File: src/rtl/core/dcbf_pkg.sv
// Shared types and constants of the DC blocking filter bank.
`default_nettype none

package dcbf_pkg;

  localparam int unsigned Channels = 4;
  localparam int unsigned ChW      = 2;
  localparam int unsigned RegIdxW  = 3;
  localparam int unsigned SampleW  = 32;
  localparam int unsigned CoefW    = 16;
  localparam int unsigned ProdW    = SampleW + CoefW;
  localparam int unsigned MulSteps = CoefW;
  localparam int unsigned DivSteps = ProdW;
  localparam int unsigned CntW     = $clog2(DivSteps);

  typedef enum logic [1:0] {
    ST_IDLE,
    ST_CALC,
    ST_ACC,
    ST_OUT
  } state_e;

  typedef enum logic [1:0] {
    MD_IDLE,
    MD_MUL,
    MD_DIV
  } md_state_e;

  typedef enum logic {
    REG_NUM = 1'b0,
    REG_DEN = 1'b1
  } reg_sel_e;

  typedef struct packed {
    logic             start;
    logic [CoefW-1:0] num;
    logic [CoefW-1:0] den;
  } md_req_t;

  typedef struct packed {
    logic busy;
    logic done;
  } md_stat_t;

endpackage

`default_nettype wire

File: src/rtl/core/dc_blocking_filter_bank_top.sv
// Top level of the four-channel one-pole DC blocking filter bank.
//
//  channel  | handshake               | beat payload
//  ---------+-------------------------+-----------------------------
//  in       | in_valid_i / in_stall_o | channel_i, sample_in_i
//  out      | out_valid_o/ out_stall_i| sample_out_o, overflow_o
//  cfg      | cfg_valid_i/ cfg_ready_o| cfg_index_i, cfg_data_i
//
// Each item runs from input beat to output register through a bit-serial
// multiply and a restoring divide in dcbf_muldiv, a hand-over of the quotient,
// then an accumulate and an output state (the divide is skipped with a zero den).
// A new beat is taken the cycle after the result has moved to the output
// register, even while that register is stalled.
// Reset clears the coefficients (num 0, den 1) and all accumulators.
// Configuration writes are always ready.
`default_nettype none

module dc_blocking_filter_bank_top (
  input  wire logic                           clk_i,
  input  wire logic                           rst_ni,
  input  wire logic                           in_valid_i,
  output logic                                in_stall_o,
  input  wire logic [dcbf_pkg::ChW-1:0]       channel_i,
  input  wire logic signed [dcbf_pkg::SampleW-1:0] sample_in_i,
  output logic                                out_valid_o,
  input  wire logic                           out_stall_i,
  output logic signed [dcbf_pkg::SampleW-1:0] sample_out_o,
  output logic                                overflow_o,
  input  wire logic                           cfg_valid_i,
  output logic                                cfg_ready_o,
  input  wire logic [dcbf_pkg::RegIdxW-1:0]   cfg_index_i,
  input  wire logic [dcbf_pkg::CoefW-1:0]     cfg_data_i
);

  localparam int unsigned W = dcbf_pkg::SampleW;
  localparam int unsigned SumW = dcbf_pkg::ProdW + 2;

  dcbf_pkg::state_e           state_q, state_d;
  logic [dcbf_pkg::ChW-1:0]   ch_q, ch_d;
  logic                       chok_q, chok_d;
  logic signed [W-1:0]        x_q, x_d;
  logic signed [W-1:0]        prev_q, prev_d;
  logic signed [W-1:0]        acc_q, acc_d;
  logic                       ovf_q, ovf_d;
  logic                       out_valid_q, out_valid_d;
  logic signed [W-1:0]        out_data_q, out_data_d;
  logic                       out_ovf_q, out_ovf_d;
  logic                       wr_en;

  logic [dcbf_pkg::CoefW-1:0] num_q [dcbf_pkg::Channels];
  logic [dcbf_pkg::CoefW-1:0] den_q [dcbf_pkg::Channels];
  logic signed [W-1:0]        prev_accum_q [dcbf_pkg::Channels];

  dcbf_pkg::md_req_t          md_req;
  dcbf_pkg::md_stat_t         md_stat;
  logic [dcbf_pkg::ProdW-1:0] md_quot;

  logic                       in_acc;
  logic                       ch_ok;
  logic signed [W-1:0]        prev_sel;
  logic [W-1:0]               prev_mag;
  logic signed [SumW-1:0]     fb;
  logic signed [SumW-1:0]     acc_sum;
  logic signed [W:0]          diff;
  logic                       out_free;

  localparam logic signed [W-1:0] I32Max = {1'b0, {(W-1){1'b1}}};
  localparam logic signed [W-1:0] I32Min = {1'b1, {(W-1){1'b0}}};

  assign cfg_ready_o = 1'b1;
  assign in_stall_o  = (state_q != dcbf_pkg::ST_IDLE);
  assign in_acc      = in_valid_i && !in_stall_o;
  assign ch_ok       = {1'b0, channel_i} < (dcbf_pkg::ChW + 1)'(dcbf_pkg::Channels);
  assign out_free    = !out_valid_q || !out_stall_i;

  // coefficient registers
  always_ff @(posedge clk_i or negedge rst_ni) begin
    if (!rst_ni) begin
      for (int i = 0; i < dcbf_pkg::Channels; i++) begin
        num_q[i] <= '0;
        den_q[i] <= dcbf_pkg::CoefW'(1);
      end
    end else if (cfg_valid_i && cfg_ready_o) begin
      unique case (dcbf_pkg::reg_sel_e'(cfg_index_i[0]))
        dcbf_pkg::REG_NUM: num_q[cfg_index_i[dcbf_pkg::RegIdxW-1:1]] <= cfg_data_i;
        dcbf_pkg::REG_DEN: den_q[cfg_index_i[dcbf_pkg::RegIdxW-1:1]] <= cfg_data_i;
        default: ;
      endcase
    end
  end

  always_comb begin
    prev_sel = prev_accum_q[channel_i];
    prev_mag = prev_sel[W-1] ? (~prev_sel + 1'b1) : prev_sel;
    fb       = prev_q[W-1] ? -$signed({2'b00, md_quot}) : $signed({2'b00, md_quot});
    acc_sum  = SumW'(x_q) + fb;
    diff     = (W+1)'(acc_q) - (W+1)'(prev_q);
  end

  assign md_req.start = in_acc && ch_ok;
  assign md_req.num   = num_q[channel_i];
  assign md_req.den   = den_q[channel_i];

  dcbf_muldiv u_muldiv (
    .clk_i  (clk_i),
    .rst_ni (rst_ni),
    .req_i  (md_req),
    .mag_i  (prev_mag),
    .stat_o (md_stat),
    .quot_o (md_quot)
  );

  always_comb begin
    state_d     = state_q;
    ch_d        = ch_q;
    chok_d      = chok_q;
    x_d         = x_q;
    prev_d      = prev_q;
    acc_d       = acc_q;
    ovf_d       = ovf_q;
    out_valid_d = out_valid_q && out_stall_i;
    out_data_d  = out_data_q;
    out_ovf_d   = out_ovf_q;
    wr_en       = 1'b0;
    unique case (state_q)
      dcbf_pkg::ST_IDLE: begin
        if (in_acc) begin
          ch_d    = channel_i;
          chok_d  = ch_ok;
          x_d     = sample_in_i;
          prev_d  = prev_accum_q[channel_i];
          ovf_d   = 1'b0;
          state_d = ch_ok ? dcbf_pkg::ST_CALC : dcbf_pkg::ST_OUT;
        end
      end
      dcbf_pkg::ST_CALC: begin
        if (md_stat.done) begin
          state_d = dcbf_pkg::ST_ACC;
        end
      end
      dcbf_pkg::ST_ACC: begin
        if (acc_sum > SumW'(I32Max)) begin
          acc_d = I32Max;
          ovf_d = 1'b1;
        end else if (acc_sum < SumW'(I32Min)) begin
          acc_d = I32Min;
          ovf_d = 1'b1;
        end else begin
          acc_d = acc_sum[W-1:0];
        end
        state_d = dcbf_pkg::ST_OUT;
      end
      dcbf_pkg::ST_OUT: begin
        if (out_free) begin
          out_valid_d = 1'b1;
          if (!chok_q) begin
            out_data_d = '0;
            out_ovf_d  = 1'b0;
          end else if (diff > (W+1)'(I32Max)) begin
            out_data_d = I32Max;
            out_ovf_d  = 1'b1;
          end else if (diff < (W+1)'(I32Min)) begin
            out_data_d = I32Min;
            out_ovf_d  = 1'b1;
          end else begin
            out_data_d = diff[W-1:0];
            out_ovf_d  = ovf_q;
          end
          wr_en   = chok_q;
          state_d = dcbf_pkg::ST_IDLE;
        end
      end
      default: state_d = dcbf_pkg::ST_IDLE;
    endcase
  end

  always_ff @(posedge clk_i or negedge rst_ni) begin
    if (!rst_ni) begin
      state_q     <= dcbf_pkg::ST_IDLE;
      out_valid_q <= 1'b0;
      for (int i = 0; i < dcbf_pkg::Channels; i++) begin
        prev_accum_q[i] <= '0;
      end
    end else begin
      state_q     <= state_d;
      out_valid_q <= out_valid_d;
      if (wr_en) begin
        prev_accum_q[ch_q] <= acc_q;
      end
    end
  end

  always_ff @(posedge clk_i) begin
    ch_q       <= ch_d;
    chok_q     <= chok_d;
    x_q        <= x_d;
    prev_q     <= prev_d;
    acc_q      <= acc_d;
    ovf_q      <= ovf_d;
    out_data_q <= out_data_d;
    out_ovf_q  <= out_ovf_d;
  end

  assign out_valid_o  = out_valid_q;
  assign sample_out_o = out_data_q;
  assign overflow_o   = out_ovf_q;

`ifndef SYNTH
  a_done_in_calc : assert property (@(posedge clk_i) disable iff (!rst_ni)
    md_stat.done |-> state_q == dcbf_pkg::ST_CALC)
    else $error("muldiv finished outside the calc phase");

  a_idle_unit_free : assert property (@(posedge clk_i) disable iff (!rst_ni)
    state_q == dcbf_pkg::ST_IDLE |-> !md_stat.busy)
    else $error("muldiv busy while idle");

  a_out_from_out_state : assert property (@(posedge clk_i) disable iff (!rst_ni)
    $rose(out_valid_q) |-> $past(state_q) == dcbf_pkg::ST_OUT)
    else $error("output beat raised outside the output phase");

  a_start_only_idle : assert property (@(posedge clk_i) disable iff (!rst_ni)
    md_req.start |-> state_q == dcbf_pkg::ST_IDLE && !md_stat.busy)
    else $error("muldiv started while busy");
`endif

endmodule

`default_nettype wire

File: src/rtl/core/dcbf_muldiv.sv
// Bit-serial unsigned multiply then restoring divide: quot = (mag * num) / den.
`default_nettype none

module dcbf_muldiv (
  input  wire logic                          clk_i,
  input  wire logic                          rst_ni,
  input  wire dcbf_pkg::md_req_t             req_i,
  input  wire logic [dcbf_pkg::SampleW-1:0]  mag_i,
  output dcbf_pkg::md_stat_t                 stat_o,
  output logic [dcbf_pkg::ProdW-1:0]         quot_o
);

  dcbf_pkg::md_state_e              state_q, state_d;
  logic [dcbf_pkg::CntW-1:0]        cnt_q, cnt_d;
  logic                             done_q, done_d;
  logic [dcbf_pkg::ProdW-1:0]       p_q, p_d;
  logic [dcbf_pkg::CoefW-1:0]       n_q, n_d;
  logic [dcbf_pkg::CoefW-1:0]       den_q, den_d;
  logic [dcbf_pkg::SampleW-1:0]     mag_q, mag_d;
  logic [dcbf_pkg::CoefW-1:0]       rem_q, rem_d;

  logic [dcbf_pkg::SampleW:0]       mul_sum;
  logic [dcbf_pkg::CoefW:0]         rem_sh;
  logic [dcbf_pkg::CoefW:0]         rem_sub;
  logic                             fits;

  always_comb begin
    mul_sum = {1'b0, p_q[dcbf_pkg::ProdW-1:dcbf_pkg::CoefW]}
            + {1'b0, (n_q[0] ? mag_q : {dcbf_pkg::SampleW{1'b0}})};
    rem_sh  = {rem_q, p_q[dcbf_pkg::ProdW-1]};
    rem_sub = rem_sh - {1'b0, den_q};
    fits    = rem_sh >= {1'b0, den_q};
  end

  always_comb begin
    state_d = state_q;
    cnt_d   = cnt_q;
    done_d  = 1'b0;
    p_d     = p_q;
    n_d     = n_q;
    den_d   = den_q;
    mag_d   = mag_q;
    rem_d   = rem_q;
    unique case (state_q)
      dcbf_pkg::MD_IDLE: begin
        if (req_i.start) begin
          p_d     = '0;
          n_d     = req_i.num;
          den_d   = req_i.den;
          mag_d   = mag_i;
          cnt_d   = '0;
          state_d = dcbf_pkg::MD_MUL;
        end
      end
      dcbf_pkg::MD_MUL: begin
        p_d   = {mul_sum, p_q[dcbf_pkg::CoefW-1:1]};
        n_d   = n_q >> 1;
        cnt_d = cnt_q + 1'b1;
        if (cnt_q == dcbf_pkg::CntW'(dcbf_pkg::MulSteps - 1)) begin
          cnt_d = '0;
          rem_d = '0;
          if (den_q == '0) begin
            // zero denominator: feedback forced to zero
            p_d     = '0;
            done_d  = 1'b1;
            state_d = dcbf_pkg::MD_IDLE;
          end else begin
            state_d = dcbf_pkg::MD_DIV;
          end
        end
      end
      dcbf_pkg::MD_DIV: begin
        rem_d = fits ? rem_sub[dcbf_pkg::CoefW-1:0] : rem_sh[dcbf_pkg::CoefW-1:0];
        p_d   = {p_q[dcbf_pkg::ProdW-2:0], fits};
        cnt_d = cnt_q + 1'b1;
        if (cnt_q == dcbf_pkg::CntW'(dcbf_pkg::DivSteps - 1)) begin
          done_d  = 1'b1;
          state_d = dcbf_pkg::MD_IDLE;
        end
      end
      default: state_d = dcbf_pkg::MD_IDLE;
    endcase
  end

  always_ff @(posedge clk_i or negedge rst_ni) begin
    if (!rst_ni) begin
      state_q <= dcbf_pkg::MD_IDLE;
      cnt_q   <= '0;
      done_q  <= 1'b0;
    end else begin
      state_q <= state_d;
      cnt_q   <= cnt_d;
      done_q  <= done_d;
    end
  end

  always_ff @(posedge clk_i) begin
    p_q   <= p_d;
    n_q   <= n_d;
    den_q <= den_d;
    mag_q <= mag_d;
    rem_q <= rem_d;
  end

  assign stat_o.busy = (state_q != dcbf_pkg::MD_IDLE);
  assign stat_o.done = done_q;
  assign quot_o      = p_q;

endmodule

`default_nettype wire

File: config.mk
export PLATFORM = sky130hd
export DESIGN_NAME = dc_blocking_filter_bank_top
export DESIGN_NICKNAME = d
export VERILOG_FILES = /design/src/rtl/core/dcbf_pkg.sv /design/src/rtl/core/dc_blocking_filter_bank_top.sv /design/src/rtl/core/dcbf_muldiv.sv
export SDC_FILE = /design/constraint.sdc
export NUM_CORES = 1
export LEC_CHECK = 0
export ABC_AREA = 1
export BUFFER_PORTS_ARGS = -buffer_cell sky130_fd_sc_hd__buf_2
export CAP_MARGIN = 20
export CORE_UTILIZATION = 40
export CTS_CLUSTER_DIAMETER = 50
export DETAILED_ROUTE_END_ITERATION = 6
export PLACE_DENSITY_LB_ADDON = 0.12
export SLEW_MARGIN = 10
export SYNTH_ARGS = -nofsm -noshare
export SYNTH_HDL_FRONTEND = slang
export SYNTH_SLANG_ARGS = --single-unit
File: constraint.sdc
create_clock -name clk_i -period 7 [get_ports clk_i]
set_clock_uncertainty 0.2 [all_clocks]
set_input_delay 1.05 -clock clk_i [delete_from_list [all_inputs] [get_ports clk_i]]
set_output_delay 1.05 -clock clk_i [all_outputs]
set_load 0.005 [all_outputs]
==> results of run 1 <==
[placed cells by master (no fill, tap or decap), types with 6 or more instances in the layout]
| cell | count |
|---|---|
| nand4_1 | 47 |
| a32oi_1 | 23 |
| a31oi_1 | 22 |
| a21oi_1 | 347 |
| o21ai_2 | 34 |
| o211ai_1 | 9 |
| clkinv_2 | 12 |
| or2_2 | 20 |
| ha_1 | 139 |
| nor2_2 | 25 |
| nand2_2 | 21 |
| clkbuf_16 | 78 |
| o21bai_1 | 14 |
| nand3_1 | 115 |
| a21oi_2 | 6 |
| buf_2 | 90 |
| clkbuf_8 | 6 |
| nor2_4 | 7 |
| nor3_1 | 28 |
| xnor2_1 | 48 |
| inv_6 | 12 |
| nor2_1 | 425 |
| clkbuf_1 | 19 |
| o22ai_1 | 18 |
| xor2_1 | 103 |
| inv_1 | 530 |
| nand2_1 | 1064 |
| dfrtp_1 | 264 |
| inv_2 | 12 |
| nor4_1 | 17 |
| o21ai_0 | 314 |
| o21ai_1 | 8 |
| buf_4 | 35 |
| nor3_2 | 13 |
| edfxtp_1 | 260 |
[per-stage QoR]
step / cell area [um2] / utilization
floorplan: 32400 / -
global placement: 33900 / 0.422
detailed placement: 33900 / 0.422
CTS: 36400 / 0.454
global route: 36500 / 0.454
finish: 36500 / 0.454
[sequential cells by signal, indices dropped and copies added (netlist names)]
signal	flops
ovf_q	1
u_muldiv.state_q	2
den_q	64
prev_q	32
state_q	2
u_muldiv.cnt_q	6
num_q	64
u_muldiv.done_q	1
u_muldiv.mag_q	32
u_muldiv.den_q	16
u_muldiv.quot_o	48
acc_q	32
u_muldiv.rem_q	16
x_q	32
sample_out_o	32
ch_q	2
overflow_o	1
prev_accum_q	128
u_muldiv.n_q	16
out_valid_o	1
[worst min-delay path: stages, from the launching register on]
cell,delay [ps]
dfrtp_1,340
nand2_1,50
o21ai_0,50
[power groups by stage]
stage	clock (W)	combinational, W	sequential [W]
final	0.00379	0.0105	0.00574
after global routing	0.00401	0.0117	0.00586
after CTS	0.00388	0.0105	0.00575
after detailed placement	0	0.0104	0.00580
after global placement	0	0.0104	0.00579
after floorplan	0	0.00746	0.00545
[kinds of logic (layout without fill, tap and decap cells)]
kind of cell               count (synthesis)  in the layout  share of synthesized area
AOI/OAI and AO/OA                        820            820                      0.139
xor gates and xnor gates                 153            153                     0.0418
adders and majority gates                145            145                     0.0569
buffers and inverters                    683            818                     0.0834
DFF                                      528            528                      0.448
muxes                                      2              2                   0.000695
other                                      1              1                   0.000116
and+or+nand+nor                         1797           1797                      0.229
[area by class of cell]
class	instances	area [um2]
Inverter	548	2060
Tap cell	1060	1330
Fill cell	8083	43800
Timing Repair Buffer	132	836
Sequential cell	528	14500
Multi-Input combinational cell	2918	15200
Clock inverter	35	389
Clock buffer	103	2110
[layer usage]
layer,share of wire,global-route usage,wire length [um]
met5,0.00012,0,12
met2,0.45,0.381,44500
met3,0.045,0.0287,4410
met1,0.47,0.339,46500
met4,0.026,0.0698,2570
[worst paths after layout]
path	startpoint	endpoint	cells past startpoint
setup / recovery	u_muldiv.quot_o[1]	acc_q[23]	31
hold / removal	num_q[41]	num_q[41]	2
setup reg to reg	u_muldiv.quot_o[1]	acc_q[23]	31
hold reg to reg	num_q[41]	num_q[41]	2
max in group asynchronous	rst_ni	prev_accum_q[28]	2
min in group asynchronous	rst_ni	num_q[22]	1
==> results_tabular.tex, run 1 <==
\begin{tabular}{lr}
\hline
Metric & Value \\
\hline
\multicolumn{2}{l}{\textbf{Routing}} \\
Routed length per instance & 18.4 um \\
Post-DRT Antenna Nets & 0 \\
Vias per Instance & roughly 5.1 \\
Number of remaining DRC errors & 0 \\
Total iterations of the first detailed-routing run & 6 \\
Drt initial violations & 2154 \\
Via count & 27100 \\
Drt total wl & $\sim$98 mm \\
\multicolumn{2}{l}{\textbf{STA}} \\
Final min period & 5870 ps \\
Final cycle utilization of the critical path & 0.839 \\
Worst slew margin & 0.333 \\
Setup repair after global routing missed its margin & false \\
F\_max & about 170 MHz \\
Final hold violation count & 0 \\
Final-report max-slew violation count & 0 \\
Worst hold-check slack & 275 ps \\
Transition time of the tightest slew-check pin & 1000 ps \\
Worst-case setup margin in the final layout & approximately 1100 ps \\
Number of setup violations in the final report & 0 \\
Total negative setup slack & 0 ps \\
\multicolumn{2}{l}{\textbf{Floorplan}} \\
X dimension of the die & 287 um \\
Die Outline Area & a little over 80000 um2 \\
Floorplan row count & 104 \\
Starting utilization of the core area & 0.404 \\
Num ports & 94 \\
Die Ht & 287 um \\
Area of the placeable core & 80300 um2 \\
\multicolumn{2}{l}{\textbf{Worst setup path}} \\
Largest fanout of any net on the critical path & 26 \\
Number of buffer and inverter instances along the worst setup path & 5 \\
Worst Path Class, Setup & reg -> reg \\
Data arrival time at the worst-slack endpoint & 6010 ps \\
Largest incremental delay on the critical path & 560 ps \\
Setup crit start kind & register \\
Family with the most delay on the worst path & simple AND/OR/NAND/NOR gates \\
Cell with the largest stage delay on the worst path & nand2\_2 \\
Reg-to-reg slack, setup & 1130 ps \\
Critical Path End Type & register \\
Data required time of the critical path & 7140 ps \\
\multicolumn{2}{l}{\textbf{Layout}} \\
Relative area change from synthesis to final layout & 12.6\% \\
Fraction of layout instances using a drive strength above 1 & 0.0964 \\
Number of nets in the layout & 4405 \\
Number of cells in the finished layout apart from fillers & about 5300 \\
Antenna Diode Count & 0 \\
\multicolumn{2}{l}{\textbf{Outcome}} \\
Outcome & finished clean \\
\multicolumn{2}{l}{\textbf{Clocking}} \\
Clk pin slew, worst setup/hold paths & 60 ps \\
CTS Buffer Depth & 3 \\
H-tree depth & 3 \\
Resized cells post-CTS & 0 \\
Clk root buf & clkbuf\_16 \\
Latest clock arrival within the worst-skew pair & approximately 620 ps \\
Hold-fix buffers at CTS & 0 \\
Clk sink count & 528 \\
Clock buffer count from CTS & 74 \\
Post-CTS setup repair buffer count & 0 \\
Clock tree from TritonCTS & built \\
\multicolumn{2}{l}{\textbf{Logic synthesis}} \\
Most frequent cells after synthesis & nand2\_1, inv\_1, nor2\_1, a21oi\_1, o21ai\_0 \\
Yosys Warn Count & 0 \\
Primary FF master, synth & dfrtp\_1 \\
Share of the yosys chip area belonging to registers & 0.448 \\
Total standard cell area after synthesis & about 32000 um2 \\
Leading post-synthesis cells by cell area & edfxtp\_1, dfrtp\_1, nand2\_1 \\
Post-synth EDFFs & 260 \\
Cell accounting for the most synthesized area & edfxtp\_1 \\
Net count after synthesis & roughly 4300 \\
Async set-reset flop share out of synthesis & 0.508 \\
\#FFs+latches synth & 528 \\
Post-synthesis instance total & 4129 \\
Avg Inst Size Synth & around 8 um2 \\
Number of library cell types mapped by synthesis & 64 \\
Area share of the leading cell type in the synthesized netlist & 0.241 \\
Cell with the most instances after synthesis & nand2\_1 \\
\multicolumn{2}{l}{\textbf{Global route}} \\
Wire length of the first global-routing pass & 152 mm \\
Number of antenna violations at the first check in global routing & 1 \\
Via count of the first global-routing pass & 25700 \\
Maximum number of pins on one net before global-route repair & 156 \\
Residual overflow from global routing & 0 \\
GRT Total Usage & 0.239 \\
\multicolumn{2}{l}{\textbf{Worst hold path}} \\
Hold Path Class & reg -> reg \\
\multicolumn{2}{l}{\textbf{Place}} \\
Final estimated routing congestion in global placement & roughly 1.0 \\
Total placed cells including tap cells & 5182 \\
HPWL reported at the end of detailed placement & 72.9 mm \\
Port Buffers & 92 \\
DP Worst Slack & 1170 ps \\
\multicolumn{2}{l}{\textbf{Power}} \\
Peak VDD IR & 226 uV \\
Leakage power total & 16.9 nW \\
Overall power consumption & 0.0200 W \\
Sw Pwr & 0.00950 W \\
P per Cell Area & 549 nW/um2 \\
Fraction of power spent switching nets & 0.474 \\
Internal power of the cells & 0.0105 W \\
Part of the power in combinational logic & 0.524 \\
Proportion of power drawn by flip-flops and latches & 0.287 \\
Portion of total power attributed to the clock network & 0.189 \\
\multicolumn{2}{l}{\textbf{Flow run}} \\
Max-capacitance violation count & 0 \\
\hline
\end{tabular}
Note: power is estimated with default switching activity, not from simulation.
==> run 2: changes to the inputs <==
==> constraint.sdc (replaced) <==
create_clock -name clk_i -period 5.8 [get_ports clk_i]
set_clock_uncertainty 0.2 [all_clocks]
set_input_delay 0.87 -clock clk_i [delete_from_list [all_inputs] [get_ports clk_i]]
set_output_delay 0.87 -clock clk_i [all_outputs]
set_load 0.005 [all_outputs]
==> run 2 against run 1 <==
Effect of this change:
- the flow now finishes with violations (design-rule violations, negative hold slack)
- sequential share of layout area down 0.30 points
- sequential power is 20% higher
- critical path depth fell by 1
- worst hold slack worse by 290 ps
- core utilization grew 0.34 points
- clock-buffer cell count down 11
- register-to-register slack got worse by 620 ps
- sequential cell count unchanged
- first-iteration DRC count up 11%
- critical path type unchanged
==> results_tabular.tex, run 2 (same netlist as run 1, synthesis figures left out) <==
\begin{tabular}{lr}
\hline
Metric & Value \\
\hline
\multicolumn{2}{l}{\textbf{Outcome}} \\
Outcome & finished, violations left \\
Violated checks & design-rule violations, negative hold slack \\
\multicolumn{2}{l}{\textbf{Power}} \\
Leakage power total & 17.0 nW (+0.42\%) \\
Overall power consumption & 0.0245 W (+22\%) \\
Sw Pwr & 0.0117 W (+24\%) \\
Portion of total power attributed to the clock network & 0.188 (about the same) \\
P per Cell Area & 666 nW/um2 (+21\%) \\
Internal power of the cells & 0.0127 W (+21\%) \\
Peak VDD IR & 291 uV (+29\%) \\
Proportion of power drawn by flip-flops and latches & 0.282 (-0.005) \\
Part of the power in combinational logic & 0.531 (+0.007) \\
Fraction of power spent switching nets & 0.480 (+0.00532) \\
\multicolumn{2}{l}{\textbf{Global route}} \\
Wire length of the first global-routing pass & 154 mm (+1.6\%) \\
Met1 GRT Util & 0.345 (+0.00597) \\
Maximum number of pins on one net before global-route repair & 113 (-28\%) \\
Residual overflow from global routing & 0 (unchanged) \\
Top Usage Layer GRT & met2 \\
Via count of the first global-routing pass & 26100 (+1.5\%) \\
Number of antenna violations at the first check in global routing & 0 (-1) \\
Met3 GRT Util & 0.0302 (+0.00151) \\
GRT Total Usage & 0.242 (+0.00341) \\
Fraction of met2 tracks used by global routing & 0.380 (-0.000664) \\
\multicolumn{2}{l}{\textbf{STA}} \\
Total negative setup slack & 0 ps (unchanged) \\
Worst slew margin & 0.306 (-0.0276) \\
Final min period & 5290 ps (-580 ps) \\
Transition time of the tightest slew-check pin & 1040 ps (+38.9 ps) \\
Final cycle utilization of the critical path & 0.912 (+0.0734) \\
Final-report max-slew violation count & 0 (unchanged) \\
Worst hold-check slack & -15.6 ps (-290 ps) \\
Number of setup violations in the final report & 0 (unchanged) \\
F\_max & 189 MHz (+11\%) \\
Final hold violation count & 5 (+5) \\
Setup repair after global routing missed its margin & false \\
\multicolumn{2}{l}{\textbf{Layout}} \\
Antenna Diode Count & 0 (unchanged) \\
Number of nets in the layout & 4421 (+0.36\%) \\
Area taken by multi-input logic gates & 15300 um2 (+0.53\%) \\
Largest Register & prev\_accum\_q \\
Final core occ & 0.458 (+0.00344) \\
Most frequent cells in the layout & nand2\_1, inv\_1, nor2\_1 \\
Total area of sequential cells & 14500 um2 (unchanged) \\
Max reg flops & 128 (unchanged) \\
Largest regs & prev\_accum\_q x128, den\_q x64, num\_q x64 \\
Fill cell instance count of the final layout & 8113 (+0.37\%) \\
Fraction of layout instances using a drive strength above 1 & 0.103 (+0.00709) \\
Relative area change from synthesis to final layout & 13.4\% \\
Commonest non-fill, non-tap cell in the layout & nand2\_1 \\
Number of cells in the finished layout apart from fillers & 5341 (+0.32\%) \\
\multicolumn{2}{l}{\textbf{Floorplan}} \\
Die Ht & 287 um (unchanged) \\
X dimension of the die & 287 um (unchanged) \\
Floorplan row count & 104 (unchanged) \\
Die Outline Area & 82200 um2 (unchanged) \\
Starting utilization of the core area & 0.404 (unchanged) \\
Area of the placeable core & 80300 um2 (unchanged) \\
Num ports & 94 (unchanged) \\
\multicolumn{2}{l}{\textbf{Routing}} \\
Number of remaining DRC errors & 3 (+3) \\
Total iterations of the first detailed-routing run & 7 (+1) \\
Vias per Instance & 5.11 (+0.45\%) \\
Routed length per instance & 18.6 um (+0.83\%) \\
Drt initial violations & 2388 (+11\%) \\
Drt total wl & 99.2 mm (+1.2\%) \\
Post-DRT Antenna Nets & 0 (unchanged) \\
Via count & 27300 (+0.78\%) \\
\multicolumn{2}{l}{\textbf{Worst setup path}} \\
Data required time of the critical path & 5950 ps (-1190 ps) \\
Data arrival time at the worst-slack endpoint & 5440 ps (-570 ps) \\
Largest fanout of any net on the critical path & 22 (-15\%) \\
Setup crit start kind & register \\
Cell with the largest stage delay on the worst path & ha\_2 \\
Critical Path End Type & register \\
Start of the worst register-to-register path & u\_muldiv.quot\_o[1] \\
Reg-to-reg slack, setup & 510 ps (-620 ps) \\
FF-to-FF path depth & 30 (-3.2\%) \\
Largest incremental delay on the critical path & 450 ps (-110 ps) \\
Worst Path Class, Setup & reg -> reg \\
Critical Path Most Common Cell & nand2\_1 \\
Worst reg2reg path endpoint & acc\_q[3] \\
\multicolumn{2}{l}{\textbf{Clocking}} \\
H-tree depth & 3 (unchanged) \\
CTS Buffer Depth & 3 (unchanged) \\
Clock tree from TritonCTS & built \\
Hold-fix buffers at CTS & 0 (unchanged) \\
Clock buffer count from CTS & 75 (+1.4\%) \\
Latest clock arrival within the worst-skew pair & 630 ps (about the same) \\
Clk sink count & 528 (unchanged) \\
Clk pin slew, worst setup/hold paths & 60 ps (about the same) \\
Clk root buf & clkbuf\_16 \\
\multicolumn{2}{l}{\textbf{Worst hold path}} \\
Hold Path Class & in -> async \\
\multicolumn{2}{l}{\textbf{Place}} \\
Final estimated routing congestion in global placement & 0.989 (-2.1\%) \\
HPWL reported at the end of detailed placement & 74.4 mm (+2.0\%) \\
Total placed cells including tap cells & 5196 (+0.27\%) \\
Port Buffers & 92 (unchanged) \\
\multicolumn{2}{l}{\textbf{Flow run}} \\
Max-capacitance violation count & 0 (unchanged) \\
\hline
\end{tabular}
run 2: cell count changes in the layout (fill, tap and decap cells not counted), moves of 4 or more:
cell and change:
buf_4 +14, clkinv_1 +5, inv_6 -5, clkbuf_1 -6, clkinvlp_4 +6, ha_1 -4
clkinv_4 +4, clkinv_16 +4
run 2: worst max-delay path by stage:
| stage | startpoint | to |
|---|---|---|
| 6_report | u_muldiv.quot_o[1] | acc_q[3] |
| 3_5_place_dp | u_muldiv.quot_o[1] | acc_q[6] |
| 4_1_cts | u_muldiv.quot_o[1] | acc_q[3] |
| 3_3_place_gp | u_muldiv.quot_o[1] | acc_q[4] |
| 5_1_grt | u_muldiv.quot_o[1] | acc_q[3] |
| 2_1_floorplan | in_valid_i | u_muldiv.cnt_q[5] |
run 2: through the flow:
stage	cell area (um2)	worst slack, ps	hold WS [ps]
2_1_floorplan	32400	967	248
3_3_place_gp	34000	397	261
3_5_place_dp	34100	343	268
4_1_cts	36600	321	56.5
5_1_grt	36800	6.48	53.4
6_report	36800	511	-15.6
run 2: routing by layer:
metal	wire [um]	part of all wire	vias to the layer above
li1	-	-	13700
met1	47000	0.47	12800
met2	44400	0.45	649
met3	4650	0.047	129
met4	3100	0.031	0
met5	0	0	-
run 2: worst max-delay path, delay by kind of cell (launching register included):
kind            cells  cell delay, ps
fa+ha+maj           2             600
compound gates      2             270
xor+xnor            1             100
simple gates       21            2990
buf+inv             4             430
flops               1             410
run 2: timing repair:
action | in CTS | in global routing
endpoints found under the setup margin | 0 | 32
buffers inserted | 0 | 3
gates resized for setup | 0 | 21
run 2: layout make-up:
class | instances | share of cell area
Clock inverter | 48 | 0.0153
Sequential cell | 528 | 0.395
Inverter | 548 | 0.0562
Multi-Input combinational cell | 2918 | 0.417
Clock buffer | 92 | 0.0539
Timing Repair Buffer | 147 | 0.0266
Tap cell | 1060 | 0.0361
run 2: power groups by stage:
stage / clock, W / sequential (W) / combinational [W]
CTS: 0.00470 / 0.00690 / 0.0129
global route: 0.00483 / 0.00705 / 0.0145
global placement: 0 / 0.00696 / 0.0128
detailed placement: 0 / 0.00695 / 0.0128
finish: 0.00459 / 0.00689 / 0.0130
floorplan: 0 / 0.00656 / 0.00901
